===== config.mk =====
export PLATFORM = sky130hd
export DESIGN_NAME = rc_pwm_capture_and_calibrate_unit_flat
export DESIGN_NICKNAME = d
export VERILOG_FILES = /design/src/sv/rpc_pkg.sv /design/src/sv/rpc_if.sv /design/src/sv/rpc_front.sv /design/src/sv/rpc_queue.sv /design/src/sv/rpc_back.sv /design/src/sv/rc_pwm_capture_and_calibrate_unit.sv /design/src/flat_wrapper.sv
export SDC_FILE = /design/constraint.sdc
export NUM_CORES = 2
export LEC_CHECK = 0
export BUFFER_PORTS_ARGS = -buffer_cell sky130_fd_sc_hd__buf_2
export CELL_PAD_IN_SITES_DETAIL_PLACEMENT = 0
export CELL_PAD_IN_SITES_GLOBAL_PLACEMENT = 1
export CORE_ASPECT_RATIO = 0.9
export CORE_MARGIN = 3
export CORE_UTILIZATION = 25
export DETAILED_ROUTE_END_ITERATION = 7
export GPL_TIMING_DRIVEN = 0
export PLACE_DENSITY = 0.47
export RECOVER_POWER = 25
export SYNTH_ARGS = -nofsm -noshare
export SYNTH_HDL_FRONTEND = slang
export SYNTH_SLANG_ARGS = --single-unit

===== constraint.sdc =====
create_clock -name clock -period 14.97 [get_ports clock]
set_input_delay 0.7485 -clock clock [delete_from_list [all_inputs] [get_ports clock]]
set_output_delay 0.7485 -clock clock [all_outputs]
set_load 0.1 [all_outputs]

===== src/sv/rpc_pkg.sv =====
// Shared types and constants for the RC PWM capture and calibrate unit.
package rpc_pkg;

   localparam int NUM_PINS    = 4;
   localparam int NUM_FUNCS   = 4;
   localparam int NUM_CALS    = 4;
   localparam int TIME_W      = 32;
   localparam int WIDTH_W     = 16;
   localparam int VALUE_W     = 11;
   localparam int CAL_W       = 48;
   localparam int MAP_W       = 12;
   localparam int CSR_IDX_W   = 3;
   localparam int NUM_W       = 25;
   localparam int QUO_W       = 9;
   localparam int QUEUE_DEPTH = 2;

   // Register indexes on the configuration port
   localparam logic [CSR_IDX_W-1:0] CSR_CHAN1_CAL    = 3'd0;
   localparam logic [CSR_IDX_W-1:0] CSR_CHAN4_CAL    = 3'd3;
   localparam logic [CSR_IDX_W-1:0] CSR_FUNCTION_MAP = 3'd4;

   localparam logic [CAL_W-1:0]   CAL_RESET  = 48'd8590032897000;
   localparam logic [MAP_W-1:0]   MAP_RESET  = 12'd1672;
   localparam logic [VALUE_W-1:0] CENTER_OUT = 11'd1500;
   localparam logic [QUO_W-1:0]   HALF_RANGE = 9'd500;
   localparam logic [WIDTH_W-1:0] WIDTH_MAX  = 16'hFFFF;

   typedef logic [WIDTH_W-1:0] width_type;
   typedef width_type [NUM_PINS-1:0] width_set_type;
   typedef logic [VALUE_W-1:0] value_type;

   // Front end to queue
   typedef struct packed {
      logic          valid;
      width_set_type widths;
   } q_push_type;

   // Queue to back end
   typedef struct packed {
      logic          valid;
      width_set_type widths;
   } q_pop_type;

endpackage


===== src/sv/rpc_if.sv =====
// Channel interfaces: sample requests and calibrated responses.
interface rpc_req_if;
   logic                             valid;
   logic                             ready;
   logic [rpc_pkg::NUM_PINS-1:0]     pin_levels;
   logic [rpc_pkg::TIME_W-1:0]       time_us;

   modport source (output valid, output pin_levels, output time_us, input ready);
   modport sink (input valid, input pin_levels, input time_us, output ready);
endinterface

interface rpc_rsp_if;
   logic                          valid;
   logic                          ready;
   logic [rpc_pkg::VALUE_W-1:0]   roll_value;
   logic [rpc_pkg::VALUE_W-1:0]   pitch_value;
   logic [rpc_pkg::VALUE_W-1:0]   throttle_value;
   logic [rpc_pkg::VALUE_W-1:0]   yaw_value;

   modport source (output valid, output roll_value, output pitch_value,
                   output throttle_value, output yaw_value, input ready);
   modport sink (input valid, input roll_value, input pitch_value,
                 input throttle_value, input yaw_value, output ready);
endinterface


===== src/sv/rpc_front.sv =====
// Front end: pin edge detection, pulse width capture and queue push.
module rpc_front #(
   parameter int NUM_CHANNELS = 4
) (
   input  logic                clock,
   input  logic                reset,
   rpc_req_if.sink             req_chan,
   input  logic                q_full,
   output rpc_pkg::q_push_type push
);
   import rpc_pkg::*;

   localparam int LIVE = (NUM_CHANNELS < NUM_PINS) ? NUM_CHANNELS : NUM_PINS;

   logic [LIVE-1:0]             prev_ff, prev_in;
   logic [LIVE-1:0][TIME_W-1:0] rise_ff, rise_in;
   width_type [LIVE-1:0]        width_ff, width_in;
   logic                        accept;
   width_set_type               snap;

   // Take a sample whenever the queue has room
   assign req_chan.ready = !q_full;
   assign accept         = req_chan.valid && !q_full;

   // Per channel edge handling
   for (genvar g = 0; g < LIVE; g++) begin : g_chan
      logic [TIME_W-1:0] elapsed;
      logic              lvl;

      assign elapsed = req_chan.time_us - rise_ff[g];
      assign lvl     = req_chan.pin_levels[g];

      always_comb begin
         prev_in[g]  = prev_ff[g];
         rise_in[g]  = rise_ff[g];
         width_in[g] = width_ff[g];
         if (accept) begin
            if (lvl && !prev_ff[g]) begin
               prev_in[g] = 1'b1;
               rise_in[g] = req_chan.time_us;
            end else if (!lvl && prev_ff[g]) begin
               prev_in[g]  = 1'b0;
               width_in[g] = (elapsed > TIME_W'(WIDTH_MAX)) ? WIDTH_MAX
                                                             : elapsed[WIDTH_W-1:0];
            end
         end
      end
   end

   // Channels that are not built read as zero width
   always_comb begin
      snap            = '0;
      snap[LIVE-1:0]  = width_in;
   end

   assign push.valid  = accept;
   assign push.widths = snap;

   always_ff @(posedge clock) begin
      if (reset) begin
         prev_ff  <= '0;
         rise_ff  <= '0;
         width_ff <= '0;
      end else begin
         prev_ff  <= prev_in;
         rise_ff  <= rise_in;
         width_ff <= width_in;
      end
   end

endmodule


===== src/sv/rpc_queue.sv =====
// Two-entry queue of captured width sets between front and back end.
module rpc_queue (
   input  logic                clock,
   input  logic                reset,
   input  rpc_pkg::q_push_type push,
   output logic                q_full,
   output rpc_pkg::q_pop_type  pop,
   input  logic                pop_ready
);
   import rpc_pkg::*;

   localparam int PTR_W = $clog2(QUEUE_DEPTH);
   localparam int CNT_W = $clog2(QUEUE_DEPTH + 1);

   width_set_type           mem_ff [QUEUE_DEPTH];
   logic [PTR_W-1:0]        wr_ptr_ff, wr_ptr_in;
   logic [PTR_W-1:0]        rd_ptr_ff, rd_ptr_in;
   logic [CNT_W-1:0]        count_ff, count_in;
   logic                    do_push, do_pop;

   assign q_full     = (count_ff == CNT_W'(QUEUE_DEPTH));
   assign pop.valid  = (count_ff != '0);
   assign pop.widths = mem_ff[rd_ptr_ff];
   assign do_push    = push.valid && !q_full;
   assign do_pop     = pop.valid && pop_ready;

   // Advance pointers and level
   always_comb begin
      wr_ptr_in = wr_ptr_ff;
      rd_ptr_in = rd_ptr_ff;
      count_in  = count_ff;
      if (do_push) begin
         wr_ptr_in = (wr_ptr_ff == PTR_W'(QUEUE_DEPTH - 1)) ? '0 : wr_ptr_ff + 1'b1;
      end
      if (do_pop) begin
         rd_ptr_in = (rd_ptr_ff == PTR_W'(QUEUE_DEPTH - 1)) ? '0 : rd_ptr_ff + 1'b1;
      end
      if (do_push && !do_pop) begin
         count_in = count_ff + 1'b1;
      end else if (!do_push && do_pop) begin
         count_in = count_ff - 1'b1;
      end
   end

   always_ff @(posedge clock) begin
      if (reset) begin
         wr_ptr_ff <= '0;
         rd_ptr_ff <= '0;
         count_ff  <= '0;
      end else begin
         wr_ptr_ff <= wr_ptr_in;
         rd_ptr_ff <= rd_ptr_in;
         count_ff  <= count_in;
      end
   end

   // Store payload
   always_ff @(posedge clock) begin
      if (do_push) begin
         mem_ff[wr_ptr_ff] <= push.widths;
      end
   end

endmodule


===== src/sv/rpc_back.sv =====
// Back end: calibration registers, function mapping and shared scaling divider.
module rpc_back (
   input  logic                                clock,
   input  logic                                reset,
   input  logic                                csr_wr_en,
   input  logic [rpc_pkg::CSR_IDX_W-1:0]       csr_index,
   input  logic [rpc_pkg::CAL_W-1:0]           csr_wdata,
   input  rpc_pkg::q_pop_type                  pop,
   output logic                                pop_ready,
   rpc_rsp_if.source                           rsp_chan
);
   import rpc_pkg::*;

   typedef enum logic [1:0] {S_IDLE, S_PREP, S_DIV, S_PUSH} state_type;

   localparam int STEPS    = 3;
   localparam int FN_W     = $clog2(NUM_FUNCS);
   localparam int STEP_W   = $clog2(STEPS);
   localparam int CH_W     = $clog2(NUM_CALS);

   logic [CAL_W-1:0]            cal_ff [NUM_CALS];
   logic [MAP_W-1:0]            map_ff;

   state_type                   state_ff, state_in;
   logic [FN_W-1:0]             fn_ff, fn_in;
   logic [STEP_W-1:0]           step_ff, step_in;
   width_set_type               widths_ff, widths_in;
   logic [NUM_W-1:0]            num_ff, num_in;
   logic [NUM_W-1:0]            dsh_ff, dsh_in;
   logic [QUO_W-1:0]            quo_ff, quo_in;
   logic                        below_ff, below_in;
   logic                        rev_ff, rev_in;
   value_type [NUM_FUNCS-1:0]   res_ff, res_in;
   value_type [NUM_FUNCS-1:0]   out_ff, out_in;
   logic                        out_valid_ff, out_valid_in;

   logic [2:0]                  sel;
   logic [CH_W-1:0]             ch;
   logic                        rev;
   logic [CAL_W-1:0]            cal;
   width_type                   actual, lo, ctr, hi, clamped, delta, span;
   logic                        below, full;
   logic [NUM_W-1:0]            rem, trial;
   logic [QUO_W-1:0]            quo;
   logic                        last_fn;

   // Centre plus or minus the offset, offset capped at half range
   function automatic value_type compose(input logic dn, input logic [QUO_W-1:0] diff);
      logic [QUO_W-1:0] d;
      d = (diff > HALF_RANGE) ? HALF_RANGE : diff;
      return dn ? CENTER_OUT - VALUE_W'(d) : CENTER_OUT + VALUE_W'(d);
   endfunction

   // Configuration writes; unknown indexes drop
   always_ff @(posedge clock) begin
      if (reset) begin
         for (int i = 0; i < NUM_CALS; i++) begin
            cal_ff[i] <= CAL_RESET;
         end
         map_ff <= MAP_RESET;
      end else if (csr_wr_en) begin
         if (csr_index <= CSR_CHAN4_CAL) begin
            cal_ff[CH_W'(csr_index - CSR_CHAN1_CAL)] <= csr_wdata;
         end else if (csr_index == CSR_FUNCTION_MAP) begin
            map_ff <= csr_wdata[MAP_W-1:0];
         end
      end
   end

   // Select channel and calibration for the current function
   always_comb begin
      sel    = map_ff[3 * int'(fn_ff) +: 3];
      ch     = sel[CH_W-1:0];
      rev    = sel[2];
      actual = widths_ff[ch];
      cal    = cal_ff[ch];
      lo     = cal[15:0];
      ctr    = cal[31:16];
      hi     = cal[47:32];
      below  = actual < ctr;
      if (below) begin
         clamped = (actual < lo) ? lo : actual;
         full    = lo >= ctr;
         delta   = ctr - clamped;
         span    = ctr - lo;
      end else begin
         clamped = (actual > hi) ? hi : actual;
         full    = hi <= ctr;
         delta   = clamped - ctr;
         span    = hi - ctr;
      end
   end

   // Three restoring division steps per cycle
   always_comb begin
      rem = num_ff;
      quo = quo_ff;
      for (int j = 0; j < STEPS; j++) begin
         trial = dsh_ff >> j;
         if (rem >= trial) begin
            rem = rem - trial;
            quo = {quo[QUO_W-2:0], 1'b1};
         end else begin
            quo = {quo[QUO_W-2:0], 1'b0};
         end
      end
   end

   assign last_fn = (fn_ff == FN_W'(NUM_FUNCS - 1));

   // Sequencer
   always_comb begin
      state_in     = state_ff;
      fn_in        = fn_ff;
      step_in      = step_ff;
      widths_in    = widths_ff;
      num_in       = num_ff;
      dsh_in       = dsh_ff;
      quo_in       = quo_ff;
      below_in     = below_ff;
      rev_in       = rev_ff;
      res_in       = res_ff;
      out_in       = out_ff;
      out_valid_in = out_valid_ff && !rsp_chan.ready;
      pop_ready    = 1'b0;
      case (state_ff)
         S_IDLE: begin
            pop_ready = 1'b1;
            if (pop.valid) begin
               widths_in = pop.widths;
               fn_in     = '0;
               state_in  = S_PREP;
            end
         end
         S_PREP: begin
            if (actual == ctr || full) begin
               res_in[fn_ff] = (actual == ctr) ? CENTER_OUT
                                               : compose(below != rev, HALF_RANGE);
               fn_in    = fn_ff + 1'b1;
               state_in = last_fn ? S_PUSH : S_PREP;
            end else begin
               num_in   = NUM_W'(delta) * NUM_W'(HALF_RANGE);
               dsh_in   = {1'b0, span, 8'd0};
               quo_in   = '0;
               step_in  = '0;
               below_in = below;
               rev_in   = rev;
               state_in = S_DIV;
            end
         end
         S_DIV: begin
            num_in  = rem;
            dsh_in  = dsh_ff >> STEPS;
            quo_in  = quo;
            step_in = step_ff + 1'b1;
            if (step_ff == STEP_W'(STEPS - 1)) begin
               res_in[fn_ff] = compose(below_ff != rev_ff, quo);
               fn_in         = fn_ff + 1'b1;
               state_in      = last_fn ? S_PUSH : S_PREP;
            end
         end
         S_PUSH: begin
            if (!out_valid_ff || rsp_chan.ready) begin
               out_in       = res_ff;
               out_valid_in = 1'b1;
               state_in     = S_IDLE;
            end
         end
         default: begin
            state_in = S_IDLE;
         end
      endcase
   end

   // Hold state and the response register
   always_ff @(posedge clock) begin
      if (reset) begin
         state_ff     <= S_IDLE;
         out_valid_ff <= 1'b0;
         fn_ff        <= '0;
         step_ff      <= '0;
      end else begin
         state_ff     <= state_in;
         out_valid_ff <= out_valid_in;
         fn_ff        <= fn_in;
         step_ff      <= step_in;
      end
      widths_ff <= widths_in;
      num_ff    <= num_in;
      dsh_ff    <= dsh_in;
      quo_ff    <= quo_in;
      below_ff  <= below_in;
      rev_ff    <= rev_in;
      res_ff    <= res_in;
      out_ff    <= out_in;
   end

   assign rsp_chan.valid          = out_valid_ff;
   assign rsp_chan.roll_value     = out_ff[0];
   assign rsp_chan.pitch_value    = out_ff[1];
   assign rsp_chan.throttle_value = out_ff[2];
   assign rsp_chan.yaw_value      = out_ff[3];

endmodule


===== src/sv/rc_pwm_capture_and_calibrate_unit.sv =====
// RC PWM capture and calibrate unit: top level.
// Flow: the back end's shared divider takes one sample at a time while the queue holds more:
//   it loads the sample, settles each function in the prep state in the centre or full-offset
//   cases, runs each function that needs scaling through the division state, then hands
//   over the response, waiting while the receiver is not ready.
// Reset: synchronous, clears captured widths and queue, loads default calibration.
module rc_pwm_capture_and_calibrate_unit #(
   parameter int NUM_CHANNELS = 4
) (
   input  logic                            clock,
   input  logic                            reset,
   rpc_req_if.sink                         req_chan,
   rpc_rsp_if.source                       rsp_chan,
   input  logic                            csr_wr_en,
   input  logic [rpc_pkg::CSR_IDX_W-1:0]   csr_index,
   input  logic [rpc_pkg::CAL_W-1:0]       csr_wdata
);
   import rpc_pkg::*;

   q_push_type push;
   q_pop_type  pop;
   logic       q_full;
   logic       pop_ready;

   rpc_front #(
      .NUM_CHANNELS (NUM_CHANNELS)
   ) u_front (
      .clock    (clock),
      .reset    (reset),
      .req_chan (req_chan),
      .q_full   (q_full),
      .push     (push)
   );

   rpc_queue u_queue (
      .clock     (clock),
      .reset     (reset),
      .push      (push),
      .q_full    (q_full),
      .pop       (pop),
      .pop_ready (pop_ready)
   );

   rpc_back u_back (
      .clock     (clock),
      .reset     (reset),
      .csr_wr_en (csr_wr_en),
      .csr_index (csr_index),
      .csr_wdata (csr_wdata),
      .pop       (pop),
      .pop_ready (pop_ready),
      .rsp_chan  (rsp_chan)
   );

endmodule


===== src/flat_wrapper.sv =====
// flat-port wrapper written by rule: the top's interface ports become plain ports
module rc_pwm_capture_and_calibrate_unit_flat import rpc_pkg::*;
#(
   parameter int NUM_CHANNELS = 4
)
  (clock, reset, csr_wr_en, csr_index, csr_wdata, req_chan_valid, req_chan_pin_levels, req_chan_time_us, req_chan_ready, rsp_chan_valid, rsp_chan_roll_value, rsp_chan_pitch_value, rsp_chan_throttle_value, rsp_chan_yaw_value, rsp_chan_ready);
  rpc_req_if req_chan_i ();
  rpc_rsp_if rsp_chan_i ();
  input  logic clock;
  input  logic reset;
  input  logic csr_wr_en;
  input  logic [rpc_pkg::CSR_IDX_W-1:0] csr_index;
  input  logic [rpc_pkg::CAL_W-1:0] csr_wdata;
  input wire logic [$bits(req_chan_i.valid)-1:0] req_chan_valid;
  input wire logic [$bits(req_chan_i.pin_levels)-1:0] req_chan_pin_levels;
  input wire logic [$bits(req_chan_i.time_us)-1:0] req_chan_time_us;
  output wire logic [$bits(req_chan_i.ready)-1:0] req_chan_ready;
  output wire logic [$bits(rsp_chan_i.valid)-1:0] rsp_chan_valid;
  output wire logic [$bits(rsp_chan_i.roll_value)-1:0] rsp_chan_roll_value;
  output wire logic [$bits(rsp_chan_i.pitch_value)-1:0] rsp_chan_pitch_value;
  output wire logic [$bits(rsp_chan_i.throttle_value)-1:0] rsp_chan_throttle_value;
  output wire logic [$bits(rsp_chan_i.yaw_value)-1:0] rsp_chan_yaw_value;
  input wire logic [$bits(rsp_chan_i.ready)-1:0] rsp_chan_ready;
  assign req_chan_i.valid = req_chan_valid;
  assign req_chan_i.pin_levels = req_chan_pin_levels;
  assign req_chan_i.time_us = req_chan_time_us;
  assign req_chan_ready = req_chan_i.ready;
  assign rsp_chan_valid = rsp_chan_i.valid;
  assign rsp_chan_roll_value = rsp_chan_i.roll_value;
  assign rsp_chan_pitch_value = rsp_chan_i.pitch_value;
  assign rsp_chan_throttle_value = rsp_chan_i.throttle_value;
  assign rsp_chan_yaw_value = rsp_chan_i.yaw_value;
  assign rsp_chan_i.ready = rsp_chan_ready;
  rc_pwm_capture_and_calibrate_unit #(.NUM_CHANNELS(NUM_CHANNELS)) u_core (.clock(clock), .reset(reset), .req_chan(req_chan_i), .rsp_chan(rsp_chan_i), .csr_wr_en(csr_wr_en), .csr_index(csr_index), .csr_wdata(csr_wdata));
endmodule

-- Yosys cells after proc, flatten, opt, wreduce, memory -nomap -nowiden
Memories as Yosys holds them, arrays and structs flattened. A register that Yosys moved wholly into a read port is not among the register bits.
Index checks and enable logic that the tools add are counted.
Widths: inputs -> output; s select.
- add/sub/neg operators: 19
- multiply operators: 2
- order comparisons: 17
- equal/unequal tests: 15
- shift operators: 1
- mux-type cells: 84
- bitwise gates (word level): 2
- reduce and logical (&&, ||, !) cells: 56
- operators by type and width (kind ; count):
    $mux 16 ; 21
    $gt 32x16->1 const B ; 4
    $sub 32x32->32 ; 4
    $mux 25 ; 5
    $pmux 25 s2 ; 2
    $bwmux 44 ; 2
    $mux 44 ; 2
    $pmux 44 s2 ; 1
    $sub 16x16->16 ; 4
    $mux 48 ; 1
    $reduce_or 48->1 ; 1
    $mux 11 ; 4
    $bmux 16 s2 ; 1
    $lt 16x16->1 ; 2
    $mux 1 ; 26
    $ge 25x23->1 ; 1
    $ge 25x24->1 ; 1
    $ge 25x25->1 ; 1
    $sub 25x23->25 ; 1
    $sub 25x24->25 ; 1
    $sub 25x25->25 ; 1
    $mux 2 ; 12
    $reduce_and 2->1 ; 12
    $mul 16x7->23 const B ; 1
    other kinds (37) ; 85
- bits in registers: 365
- RAM bits: 320
- bits of input ports: 92
- output and inout port bits: 46
- logic and storage cells: 231
- memories kept: 2
- memory list (memory ; depth ; width ; read ports ; clocked after Yosys merged registers in ; wr ports ; RTL line ; RTL):
    u_core.u_back.cal_ff ; 4 ; 48 ; 1 ; 0 ; 4 ; rpc_back.sv:21 ; logic [CAL_W-1:0] cal_ff [NUM_CALS];
    u_core.u_queue.mem_ff ; 2 ; 64 ; 1 ; 1 ; 1 ; rpc_queue.sv:15 ; width_set_type mem_ff [QUEUE_DEPTH];

-- Longest topological paths before layout
- word-level depth: 13
- gate-level depth with buffers: 47
- gate-level depth less buffers: 42

-- By module
A second synthesis with hierarchy kept.
- cells, all modules: 5043
- area, all modules: 48451.5 um^2
- modules (own cells, without submodules) (module ; times used ; cells an instance ; area an instance (um^2) ; sequential area each (um^2)):
    rpc_back ; 1 ; 2688 ; 28335.9 ; 12421.9
    rpc_front ; 1 ; 2131 ; 15280.9 ; 3923.8
    rpc_queue ; 1 ; 224 ; 4834.6 ; 3943.8

-- Worst setup path before layout
No wires, ideal clock.
- kind: flip-flop to flip-flop
- start point: register u_core.u_back.fn_ff[0]
- end point: register u_core.u_back.num_ff[24], data pin
- library setup time: 0.270 ns
- arrival time: 10.509 ns
- data required time: 14.700 ns
- path slack: 4.191 ns
- cell stages (with the launch flop): 37
- path buffers: 3
- period minus slack after synthesis: 10.779 ns
- cell sequence: dfxtp_1 > mux4_2 > buf_1 > buf_1 > mux4_2 > ha_1 > o21a_1 > o21a_1 > o21a_1 > o21a_1 > o211ai_1 > a211o_1 > a31oi_1 > clkbuf_1 > mux2_2 > ha_1 > nor2b_1 > o21ai_0 > a21boi_0 > o21ai_0 > a21boi_0 > o31ai_1 > fa_1 > fa_1 > fa_1 > fa_1 > ha_1 > and3_1 > a21oi_1 > o21ai_0 > o41a_1 > a41oi_1 > a211o_1 > o21ai_0 > xnor2_1 > nor2_1 > a21oi_1
- word-level cells in the longest chain between the ends: 11
- elaborated cells on any way between the ends: 16
- classes of those cells: add/sub (2); mul (2); order compare (3); shift (1); mux (7); memory (1)
- ends and longest elaborated chain (what ; RTL line ; RTL):
    from (decl) ; rpc_back.sv:25 ; logic [FN_W-1:0] fn_ff, fn_in;
    from (signal assigned) ; rpc_back.sv:185 ; fn_ff <= fn_in;
    $mul 2x2->4 * ; rpc_back.sv:72 ; sel = map_ff[3 * int'(fn_ff) +: 3];
    $shiftx 12x5->3 * ; rpc_back.sv:72 ;
    $bmux 16 s2 ; rpc_back.sv:75 ; actual = widths_ff[ch];
    $mux 16 (not written as such) ; rpc_back.sv:75 ;
    $gt 16x16->1 or $lt 16x16->1 (tied branches) ; rpc_back.sv:87, rpc_back.sv:82 ;
    $mux 16, on equally long branches ; rpc_back.sv:87, rpc_back.sv:82 ;
    $sub 16x16->16, on equally long branches ; rpc_back.sv:89, rpc_back.sv:84 ;
    $mux 16 * ; rpc_back.sv:81 ; if (below) begin
    $mul 16x7->23 * ; rpc_back.sv:142 ; num_in = NUM_W'(delta) * NUM_W'(HALF_RANGE);
    $mux 25 * ; rpc_back.sv:136 ; if (actual == ctr || full) begin
    $pmux 25 s2 * ; rpc_back.sv:126 ; case (state_ff)
    net u_core.u_back.num_in[24] ; rpc_back.sv:28 ; logic [NUM_W-1:0] num_ff, num_in;
    to (signal assigned) ; rpc_back.sv:189 ; num_ff <= num_in;
    to (decl) ; rpc_back.sv:28 ;
Mark *: on every way through the listed nets, which the timed path passes. The rest lies on a longest branch. The select of a mux whose other input is x is not followed.
A chain may end at the register's enable or synchronous reset.

-- Worst setup path in the final report
- start point: register u_core.u_back.fn_ff[0]
- end point: register u_core.u_back.num_ff[23], data pin
The elaborated chain is that of the path after synthesis.

==> results.py <==
metrics = {
    "clock_tree": {
        "clk_latency_ns": 0.71,
        "cts-root-buf": "clkbuf_16",
        "clk_pin_slew_ns": 0.07,
        "clockBufferDepth": 3,
        "cts_tree": "built",
        "htreeDepth": 3,
        "clkSinkCount": 748,
        "numCtsBuffers": 90,
    },
    "sta": {
        "period_minus_slack_ns": 13.50,
        "finalSetupTns_ns": 0,
        "clock_skew_ns": 0.0419,
        "finalSetupViolCount": 0,
        "max_freq_mhz": 74.1,
        "worstMarginPinSlew_ns": 2.74,
        "report.final.hold_viol_count": 0,
        "slew_headroom": -0.826,
        "rsz0062_at_grt": "no",
        "maxSlewViolCount": 95,
        "fin_crit_sh": 0.902,
    },
    "synthesis": {
        "syn-num-nets": 5343,
        "ys_seq_area_frac": 0.427,
        "syn_inst": 4807,
        "synth.most_common_cell": "nand2_1",
        "yosys-top-cells-area": "edfxtp_1 33%, ha_1 10%, dfxtp_1 9.2%",
        "synth_area_um2": 47500,
        "yosys_register_bits": 748,
        "synth_edf_count": 529,
        "yosysWarnings": 0,
        "avgSynthCellArea_um2": 9.88,
        "synth_ff_type": "edfxtp_1",
        "synth_top_cell_area_share": 0.334,
        "ys_types": 97,
        "synthTopCellsByCount": "549 x nand2_1, 529 x edfxtp_1, 452 x a21oi_1",
        "netlist.top_cell.by_area": "edfxtp_1",
        "postSynth.asyncResetShare": 0,
    },
    "detailed_routing": {
        "ant_nets": 0,
        "drc": 0,
        "drt-initial-drc-count": 2212,
        "vias": 35663,
        "drt_wl_total_um": 158000,
        "wl_per_cell_um": 20.7,
        "drt_pass1_iterations": 6,
        "viasPerCell": 4.66,
    },
    "final_layout": {
        "drive_gt1_frac": 0.0934,
        "syn_to_final_growth_pct": 14.6,
        "fillers": 20134,
        "final_nets": 5582,
    },
    "global_routing": {
        "grt_max_degree": 65,
        "first_global_vias": 35658,
        "antenna_found_initial": 3,
        "grt_busiest_layer": "met2",
        "grt_pass1_wl_um": 234000,
        "grt_usage": 0.160,
        "grtUsageMet1": 0.224,
        "use_met2": 0.261,
        "met3_usage": 0.0187,
        "gr-total-overflow": 0,
    },
    "min_path": {
        "worst_hold_path_type": "in -> reg",
        "worstHoldEndpoint": "u_core.u_back.map_ff[3]",
        "min_from": "csr_wdata[3]",
        "whs_path_depth": 3,
    },
    "setup_path": {
        "crit_path_top_delay_cell": "mux4_2",
        "critPathLaunchType": "flop",
        "cp_max_fo": 12,
        "cp.required_ns": 15.38,
        "worstReg2RegEnd": "u_core.u_back.num_ff[23]",
        "path_buf_inv": 2,
        "cp_slowest_stage_delay_ns": 0.88,
        "regToRegSetupSlack_ns": 1.47,
        "reg2reg_depth": 40,
        "critPathKind": "reg -> reg",
        "reg2reg_from": "u_core.u_back.fn_ff[0]",
        "cp-end-kind": "flop",
        "critPathArrivalTime_ns": 13.92,
        "crit_family": "compound AO/OA/AOI/OAI gates",
    },
    "floorplan": {
        "die_h_um": 419,
        "die-area_um2": 195000,
        "core-area_um2": 189000,
        "die_w_um": 465,
        "num_rows": 151,
        "start_util": 0.252,
        "boundaryPins": 138,
    },
    "status": {
        "status": "complete, but fails checks",
        "violations": "max-capacitance violations, max-slew violations",
    },
    "flow_run": {
        "drv_cap": 3,
    },
    "placement": {
        "routabilityCongestion": 0.820,
        "io_buffers": 136,
        "hpwlAfterDp_um": 124000,
    },
}
[layer usage]
layer	vias up	routed length, um
met2	486	72200
met4	0	3690
met1	17302	78000
met3	168	4590
li1	17707	-
met5	-	0
[cell families after synthesis]
group,share of synthesized area
muxes,0.0784
DFF,0.427
and+or+nand+nor,0.138
adders and majority gates,0.127
AOI/OAI and AO/OA,0.146
buffers and inverters,0.0459
xor gates and xnor gates,0.0378
[worst reg2reg max path: cells and delay by family (launching register included)]
family	cells	cell delay, ns
flip-flops	1	0.79
multiplexers	4	2.26
AO/OA/AOI/OAI	20	4.72
buffers and inverters	2	1.31
adder cells (fa/ha/maj)	8	3.23
AND/OR/NAND/NOR	4	0.59
XOR/XNOR	2	0.33
[through the flow]
step | utilization | area [um^2] | hold WS, ns | setup slack, ns | std cells
after CTS | 0.289 | 54500 | 0.206 | 0.584 | 7642
after detailed placement | 0.274 | 51600 | 0.405 | 0.645 | 7479
after floorplan | - | 47500 | 0.400 | 4.19 | 4807
after global placement | 0.272 | 51300 | 0.403 | 0.264 | 7467
after global routing | 0.289 | 54400 | 0.270 | 0.313 | 7642
final | 0.289 | 54400 | 0.281 | 1.47 | 7645
[flip-flops by register name, summed over array words and instances (netlist names), 12 cells and up]
register                 flops
u_core.u_back.cal_ff       192
u_core.u_front.rise_ff     128
u_core.u_queue.mem_ff      128
u_core.u_back.widths_ff     64
u_core.u_front.width_ff     64
u_core.u_back.res_ff        44
u_core.u_back.num_ff        25
u_core.u_back.dsh_ff        24
u_core.u_back.map_ff        12
[worst max path at each step]
stage	endpoint	start	cells after the start	slack, ns
global route	u_core.u_back.num_ff[23]	u_core.u_back.fn_ff[0]	40	0.31
finish	u_core.u_back.num_ff[23]	u_core.u_back.fn_ff[0]	40	1.47
detailed placement	u_core.u_back.num_ff[23]	u_core.u_back.fn_ff[0]	41	0.65
CTS	u_core.u_back.num_ff[23]	u_core.u_back.fn_ff[0]	41	0.58
global placement	u_core.u_back.num_ff[24]	u_core.u_back.fn_ff[0]	37	0.26
floorplan	u_core.u_back.num_ff[24]	u_core.u_back.fn_ff[0]	36	4.19
[final cells by class]
class	count	area, um^2	area share
clock inverter	48	492	0.00904
inverter	390	1470	0.0270
timing repair buffer	148	788	0.0145
multi-input combinational	3494	25100	0.462
sequential	748	20300	0.373
clock buffer	115	2380	0.0437
antenna	4	10.0	0.000184
tap	2524	3160	0.0580
buffer	174	717	0.0132
[layout by cell type, fill, tap and decap left out, drive strengths merged, types with 17 or more instances in the layout]
| cell | netlist | layout |
|---|---|---|
| a21oi | 454 | 454 |
| nor4 | 19 | 19 |
| o21a | 64 | 64 |
| xnor2 | 138 | 138 |
| ha | 379 | 379 |
| or3 | 22 | 22 |
| clkbuf | 142 | 304 |
| a31oi | 33 | 33 |
| nor2b | 70 | 70 |
| mux2i | 138 | 138 |
| o211ai | 17 | 17 |
| dfxtp | 219 | 219 |
| nor3 | 77 | 77 |
| and3 | 33 | 33 |
| edfxtp | 529 | 529 |
| nand3 | 52 | 52 |
| mux2 | 131 | 131 |
| o21bai | 28 | 28 |
| a211oi | 60 | 60 |
| xor2 | 67 | 67 |
| nand4 | 41 | 41 |
| nand2 | 550 | 550 |
| o31ai | 22 | 22 |
| nand2b | 42 | 42 |
| o21ai | 167 | 167 |
| and2 | 35 | 35 |
| mux4 | 38 | 38 |
| clkinv | 0 | 36 |
| buf | 33 | 132 |
| a21boi | 18 | 18 |
| inv | 390 | 394 |
| a21o | 105 | 105 |
| nor2 | 418 | 418 |
| fa | 65 | 65 |
[what timing repair did]
item,4_1_cts,5_1_grt
resized for setup,0,2
setup endpoints to repair,0,4
buffers inserted,0,0
hold endpoints to repair,0,0
hold buffers,0,0
Power is not shown: default switching activity piles up to over one toggle a cycle in this logic, so the estimate is an artifact.
